### config.mk
export PLATFORM = sky130hd
export DESIGN_NAME = qapm_ctrl
export DESIGN_NICKNAME = d
export VERILOG_FILES = /design/src/sv/qapm_pkg.sv /design/src/sv/qapm_ctrl.sv
export VERILOG_INCLUDE_DIRS = /design/src /design/src/sv
export SDC_FILE = /design/constraint.sdc
export NUM_CORES = 1
export LEC_CHECK = 0
export BUFFER_PORTS_ARGS = -buffer_cell sky130_fd_sc_hd__buf_2
export CORE_AREA = 2 2 39 41
export CTS_CLUSTER_SIZE = 24
export DETAILED_ROUTE_END_ITERATION = 10
export DIE_AREA = 0 0 41 43
export PLACE_DENSITY_LB_ADDON = 0.08
export SYNTH_ARGS = -nofsm -noshare
export SYNTH_HDL_FRONTEND = slang
export SYNTH_SLANG_ARGS = --single-unit
### constraint.sdc
create_clock -name i_clk -period 1.6 [get_ports i_clk]
set_clock_uncertainty 0.05 [all_clocks]
set_input_delay 0.32 -clock i_clk [delete_from_list [all_inputs] [get_ports i_clk]]
set_output_delay 0.32 -clock i_clk [all_outputs]
set_load 0.02 [all_outputs]
### src/sv/quad_attitude_pd_mixer_assert.svh
// assertion macros for the attitude pd mixer
`ifndef QUAD_ATTITUDE_PD_MIXER_ASSERT_SVH
`define QUAD_ATTITUDE_PD_MIXER_ASSERT_SVH
// implication checked every clock, held off during reset
`define QAPM_ASSERT_IMP(label, clk, rst_n, cond, expr, msg) \
    label: assert property (@(posedge clk) disable iff (!rst_n) (cond) |-> (expr)) \
        else $error(msg);
// next-cycle implication, held off during reset
`define QAPM_ASSERT_NEXT(label, clk, rst_n, cond, expr, msg) \
    label: assert property (@(posedge clk) disable iff (!rst_n) (cond) |=> (expr)) \
        else $error(msg);
`endif

### src/sv/qapm_pkg.sv
// shared types, constants and command codes of the attitude pd mixer
package qapm_pkg;
    localparam int PWM_LOW      = 1000;
    localparam int PWM_HIGH     = 2000;
    localparam int ROLL_CENTER  = 1500;
    localparam int PITCH_CENTER = 1500;
    localparam int YAW_CENTER   = 1500;
    localparam int STICK_MIN    = 1000;
    localparam int STICK_MAX    = 2000;
    localparam int IDLE_PULSE   = 1000;
    localparam int DIV_STEPS    = 34;

    // register indexes
    localparam logic [2:0] REG_KP_ROLL   = 3'd0;
    localparam logic [2:0] REG_KD_ROLL   = 3'd1;
    localparam logic [2:0] REG_KP_PITCH  = 3'd2;
    localparam logic [2:0] REG_KD_PITCH  = 3'd3;
    localparam logic [2:0] REG_KP_YAW    = 3'd4;
    localparam logic [2:0] REG_KD_YAW    = 3'd5;
    localparam logic [2:0] REG_PID_LIMIT = 3'd6;
    localparam logic [2:0] REG_ARM_THR   = 3'd7;

    // datapath operations
    localparam logic [2:0] OP_NONE   = 3'd0;
    localparam logic [2:0] OP_LOAD   = 3'd1;
    localparam logic [2:0] OP_ERR    = 3'd2;
    localparam logic [2:0] OP_MUL    = 3'd3;
    localparam logic [2:0] OP_DSTART = 3'd4;
    localparam logic [2:0] OP_DSTEP  = 3'd5;
    localparam logic [2:0] OP_SUM    = 3'd6;
    localparam logic [2:0] OP_MIX    = 3'd7;

    typedef struct packed {
        logic [2:0] op;
        logic [1:0] axis;
    } t_cmd;

    typedef struct packed {
        logic div_done;
    } t_status;
endpackage

### src/sv/qapm_ctrl.sv
// controller sequencing the three pd axes and the mixer
module qapm_ctrl (
    input  logic               i_clk,
    input  logic               i_rst_n,
    input  logic               i_in_req,
    input  logic               i_out_free,
    input  qapm_pkg::t_status  i_status,
    output logic               o_busy,
    output logic               o_out_load,
    output qapm_pkg::t_cmd     o_cmd
);
    `include "quad_attitude_pd_mixer_assert.svh"

    localparam logic [2:0] S_IDLE = 3'd0;
    localparam logic [2:0] S_ERR  = 3'd1;
    localparam logic [2:0] S_MUL  = 3'd2;
    localparam logic [2:0] S_DST  = 3'd3;
    localparam logic [2:0] S_DIV  = 3'd4;
    localparam logic [2:0] S_SUM  = 3'd5;
    localparam logic [2:0] S_MIX  = 3'd6;

    logic [2:0] r_state, n_state;
    logic [1:0] r_axis, n_axis;

    // state register
    always_ff @(posedge i_clk) begin
        if (!i_rst_n) begin
            r_state <= S_IDLE;
            r_axis  <= 2'd0;
        end else begin
            r_state <= n_state;
            r_axis  <= n_axis;
        end
    end

    // next state and commands
    always_comb begin
        n_state    = r_state;
        n_axis     = r_axis;
        o_cmd.op   = qapm_pkg::OP_NONE;
        o_cmd.axis = r_axis;
        o_out_load = 1'b0;
        unique case (r_state)
            S_IDLE: begin
                if (i_in_req) begin
                    o_cmd.op = qapm_pkg::OP_LOAD;
                    n_axis   = 2'd0;
                    n_state  = S_ERR;
                end
            end
            S_ERR: begin
                o_cmd.op = qapm_pkg::OP_ERR;
                n_state  = S_MUL;
            end
            S_MUL: begin
                o_cmd.op = qapm_pkg::OP_MUL;
                n_state  = S_DST;
            end
            S_DST: begin
                o_cmd.op = qapm_pkg::OP_DSTART;
                n_state  = S_DIV;
            end
            S_DIV: begin
                o_cmd.op = qapm_pkg::OP_DSTEP;
                if (i_status.div_done) begin
                    n_state = S_SUM;
                end
            end
            S_SUM: begin
                o_cmd.op = qapm_pkg::OP_SUM;
                if (r_axis == 2'd2) begin
                    n_state = S_MIX;
                end else begin
                    n_axis  = r_axis + 2'd1;
                    n_state = S_ERR;
                end
            end
            S_MIX: begin
                if (i_out_free) begin
                    o_cmd.op   = qapm_pkg::OP_MIX;
                    o_out_load = 1'b1;
                    n_state    = S_IDLE;
                end
            end
            default: n_state = S_IDLE;
        endcase
    end

    assign o_busy = (r_state != S_IDLE);

    `QAPM_ASSERT_IMP(a_axis_range, i_clk, i_rst_n, 1'b1, r_axis != 2'd3, "axis out of range")
    `QAPM_ASSERT_NEXT(a_load_idle, i_clk, i_rst_n, o_out_load, r_state == S_IDLE, "no idle after mix")
    `QAPM_ASSERT_IMP(a_load_free, i_clk, i_rst_n, o_out_load, i_out_free, "result load while full")
endmodule

==> impl_metrics.ini, run 1 <==
[place]
portBuffers = 11
pre_cts_ws_ns = 0.156
dp.cells = 73
dpl_cell_area_um2 = 452
routabilityCongestion = 0.705
post-dp-hpwl_um = 677

[cells_and_area]
num-nets-final = 68
area_growth_pct = 26.8
finish.utilization_pct = 35.1
drive_above_1_share_pct = 34.4
final_cell_area_um2 = 485
diodes = 0
final_cells = 77
fill_cells = 157

[global_route]
track_usage_pct = 11.9
first_global_vias = 334
grt_pass1_wl_um = 1420
grt_start_max_net_pins = 12
antenna_found_initial = 0
overflow = 0

[worst_setup_path]
arrival_ns = 1.12
crit_fanout = 11
crit_type = register to primary output
cp-end-kind = primary output
required_ns = 1.23
start_kind = register
r2r_cells = 5

[clock_tree]
clock_latency_ns = 0.24
clock_sinks = 5
cts.path.max_buffers = 2
root_buffer = clkbuf_4
cts_max_level = 1
cts_buffers = 3
clkTransAtPathRegs_ns = 0.04
hold_buffers = 0
cts_tree = done

[power_and_ir_drop]
vdd_ir_drop_max_mv = 0.595
power_uw = 842
powerDensity_nw_per_um2 = 1730
p_leak_nw = 0.214

[floorplan]
die_w_um = 41
start_util_pct = 27.7
rows = 14
num_io_pins = 12
fp.dieH_um = 43
core_um2 = 1380
dieArea_um2 = 1760

[yosys]
yosys.area.top_type_share_pct = 26.1
ys_ff_latch = 5
ys.flop_type = dfxtp_1
synth_cell_types = 25
seq_area_frac_synth_pct = 26.1
synth_area_um2 = 383
synthMostInstantiatedCell = nand2_1
syn_nets = 53
synthArstFlopShare_pct = 0
synthCells = 47
yosys.area.top_type = dfxtp_1
postSynthAreaPerCell_um2 = 8.15
ys_top_cells_by_count = 6 x nand2_1, 5 x dfxtp_1, 3 x inv_1, 3 x o21ai_1
synth_warnings = 0
synth.area.top_cells = dfxtp_1 26%, nand2_1 5.9%, mux2i_1 5.2%, and3b_1 4.6%, o21ai_1 3.9%
synth_edf_count = 0

[run_status]
status = finished clean

[sta]
timing.final.crit_share_pct = 93.3
period_minus_slack_ns = 1.49
maxSlewViolCount = 0
setup_tns_ns = 0
max_freq_ghz = 0.670
fin_hold_ws_ns = 0.302
worst_slack_ns = 0.107
finalHoldViolCount = 0
slew_headroom_pct = 80.8
setup_viol = 0
rsz0062_at_grt = false
worst_pin_slew_ns = 0.284

[routing]
drt-wirelength-per-cell_um = 10.9
drtAntennaViolNets = 0
via_count = 382
wl_um = 840
vias_per_cell = 4.96
drt-initial-drc-count = 4
drc = 0
firstDrtPassIters = 4

[job]
max_cap_viol_count = 0

[hold_path]
hold_path_class = input port to register
hold_depth = 3
==> routing by layer <==
| metal | part of all wire [%] | GRT usage (%) | routed length (um) | vias to the layer above |
|---|---|---|---|---|
| li1 | - | - | - | 203 |
| met1 | 47 | 17.0 | 391 | 169 |
| met2 | 46 | 15.9 | 385 | 10 |
| met3 | 7.6 | 1.57 | 64 | 0 |
| met4 | 0 | 8.00 | 0 | 0 |
| met5 | 0 | 0 | 0 | - |
==> where the power goes <==
group | switching (mW) | internal, mW
Clock | 0.0515 | 0.0943
Sequential | 0.0575 | 0.169
Combinational | 0.272 | 0.197
Total | 0.381 | 0.461
==> what timing repair did <==
action / 4_1_cts / 5_1_grt
buffers inserted: 0 / 0
setup endpoints to repair: 2 / 2
hold endpoints to repair: 0 / 0
gates resized for setup: 2 / 2
==> final timing paths <==
path | start | endpoint | slack (ns)
hold / removal | i_rst_n | r_state[1] | 0.30
setup reg to reg | r_axis[0] | r_axis[1] | 0.27
hold reg to reg | r_axis[0] | r_axis[0] | 0.42
setup / recovery | r_state[1] | o_cmd[4] | 0.11
==> logic make-up after synthesis <==
family	after synthesis	synth area share, %
buffers and inverters	8	10.5
AND/OR/NAND/NOR	18	27.8
multiplexers	3	8.82
flip-flops	5	26.1
AO/OA/AOI/OAI	12	23.5
adder cells (fa/ha/maj)	1	3.27
==> critical path, stage by stage (launching register included) <==
cell and delay (ns):
dfxtp_4 0.39, clkinv_1 0.13, a21oi_1 0.13, o21ai_1 0.06
buf_2 0.16
==> final cells by class <==
type	instances	area (um^2)	share of cell area, %
timing repair buffer	13	70.1	14.4
inverter	5	18.8	3.87
sequential	5	108	22.2
tap	16	20.0	4.12
multi-input combinational	34	243	50.0
clock buffer	4	26.3	5.41
==> placed cells by master (no fill, tap or decap), types with 2 or more instances in the layout <==
master | netlist | layout
o211ai_1 | 2 | 2
nand3_1 | 2 | 2
clkbuf_4 | 0 | 3
buf_2 | 2 | 11
a31oi_1 | 2 | 2
nand2_1 | 6 | 6
and3b_1 | 2 | 2
o21ai_1 | 3 | 3
dfxtp_1 | 5 | 3
nand3b_1 | 2 | 2
clkinv_1 | 2 | 2
dfxtp_4 | 0 | 2
nor3b_1 | 2 | 2
buf_4 | 0 | 2
mux2i_1 | 2 | 2
inv_1 | 3 | 3
==> registers in the layout, indices dropped and copies added (netlist names) <==
signal   cells
r_axis       2
r_state      3
Power figures use the tool's default switching activity.
==> inputs of run 2 (changes only) <==
clock period = 1.4 ns   (was 1.6 ns; I/O delays follow)
==> run 2 against run 1 <==
Effect of this change:
- non-clock buffer count increased by 6
- highest routed layer is now met4
- die area unchanged
- count of clock-buffer cells in the layout unchanged
- the run now ends with setup timing left
- critical path depth decreased by 1
- critical path type unchanged
- register-to-register slack got worse by 0.21 ns
==> impl_metrics.ini, run 2 (synthesized netlist as in run 1, its figures left out) <==
[worst_setup_path]
arrival_ns = 1.13
start_kind = register
crit_type = register to primary output
crit_fanout = 4
cp-end-kind = primary output
r2r_cells = 5
r2r_slack_ns = 0.06
required_ns = 1.07

[clock_tree]
root_buffer = clkbuf_4
clkTransAtPathRegs_ns = 0.04
hold_buffers = 0
cts_buffers = 3
cts.path.max_buffers = 2
cts_tree = done
cts_max_level = 1
clock_sinks = 5
clock_latency_ns = 0.24

[floorplan]
core_um2 = 1380
rows = 14
fp.dieH_um = 43
die_w_um = 41
num_io_pins = 12
start_util_pct = 27.7
dieArea_um2 = 1760

[sta]
setup_viol = 3
worst_pin_slew_ns = 0.258
rsz0062_at_grt = true
timing.final.crit_share_pct = 104
slew_headroom_pct = 82.6
max_freq_ghz = 0.684
finalHoldViolCount = 0
period_minus_slack_ns = 1.46
maxSlewViolCount = 0
worst_slack_ns = -0.0629
fin_hold_ws_ns = 0.275

[global_route]
track_usage_pct = 12.9
overflow = 0
antenna_found_initial = 0
grt_pass1_wl_um = 1480
first_global_vias = 361
grt_start_max_net_pins = 12

[cells_and_area]
multiInputGateArea_um2 = 275
area_growth_pct = 54.9
final_cells = 83
final_cell_mix = 9 x buf_4, 7 x buf_2, 6 x nand2_1
diodes = 0
seq_area_um2 = 106
drive_above_1_share_pct = 50.7
num-nets-final = 74
fill_cells = 159
reg.largest.list = r_state (3), r_axis (2)
regMostFlops = r_state
final_common_cell = buf_4
largest_reg_flops = 3

[run_status]
violations = setup timing
status = complete, but fails checks

[hold_path]
hold_path_class = input port to register
hold_depth = 3

[place]
dp.cells = 75
portBuffers = 11
routabilityCongestion = 0.727
pre_cts_ws_ns = 0.0571
post-dp-hpwl_um = 711

[job]
max_cap_viol_count = 0

[power_and_ir_drop]
p_leak_nw = 0.257
vdd_ir_drop_max_mv = 0.662
powerDensity_nw_per_um2 = 2050
power_mw = 1.22

[routing]
wl_um = 986
drt-wirelength-per-cell_um = 11.9
via_count = 401
drt-initial-drc-count = 7
firstDrtPassIters = 4
drc = 0
drtAntennaViolNets = 0
vias_per_cell = 4.83
## run 2: final cells by class
class | count | area share (%)
well taps | 16 | 3.38
repair buffers | 19 | 24.5
clock buffers | 4 | 4.43
multi-input cells | 34 | 46.4
inverters | 5 | 3.38
flip-flops and latches | 5 | 17.9
## run 2: worst max-delay path: stages, from the launching register on
cell     delay, ns
dfxtp_2       0.34
buf_12        0.12
o311a_1       0.29
buf_6         0.13
## run 2: layer usage
| layer | vias up | GRT usage, % | part of all wire [%] |
|---|---|---|---|
| met2 | 13 | 19.4 | 48 |
| met4 | 0 | 12.0 | 3.1 |
| met5 | - | 0 | 0 |
| met1 | 174 | 14.7 | 44 |
| li1 | 211 | - | - |
| met3 | 3 | 1.57 | 5.0 |
## run 2: power by group
| group | switching [mW] | internal (mW) |
|---|---|---|
| clock | 0.0610 | 0.108 |
| combinational | 0.386 | 0.403 |
| sequential | 0.0676 | 0.192 |
## run 2: path summary, 6_finish.rpt
check / start / endpoint
worst max register to register: r_state[2] / r_state[0]
worst min register to register: r_axis[0] / r_axis[0]
worst min-delay path: i_rst_n / r_state[2]
worst max-delay path: r_state[2] / o_cmd[2]
## run 2: timing repair
item	in CTS	in global routing
resized for setup	9	9
pin swaps	1	1
endpoints found under the hold margin	0	0
setup buffers	2	2
setup endpoints to repair	5	6
## run 2: stage by stage
| step | utilization (%) | instance area [um^2] | TNS (ns) |
|---|---|---|---|
| 2_1_floorplan | - | 383 | 0 |
| 3_3_place_gp | 34.6 | 479 | 0 |
| 3_5_place_dp | 34.6 | 479 | 0 |
| 4_1_cts | 39.1 | 541 | -0.185 |
| 5_1_grt | 42.9 | 593 | -0.255 |
| 6_report | 42.9 | 593 | -0.0910 |
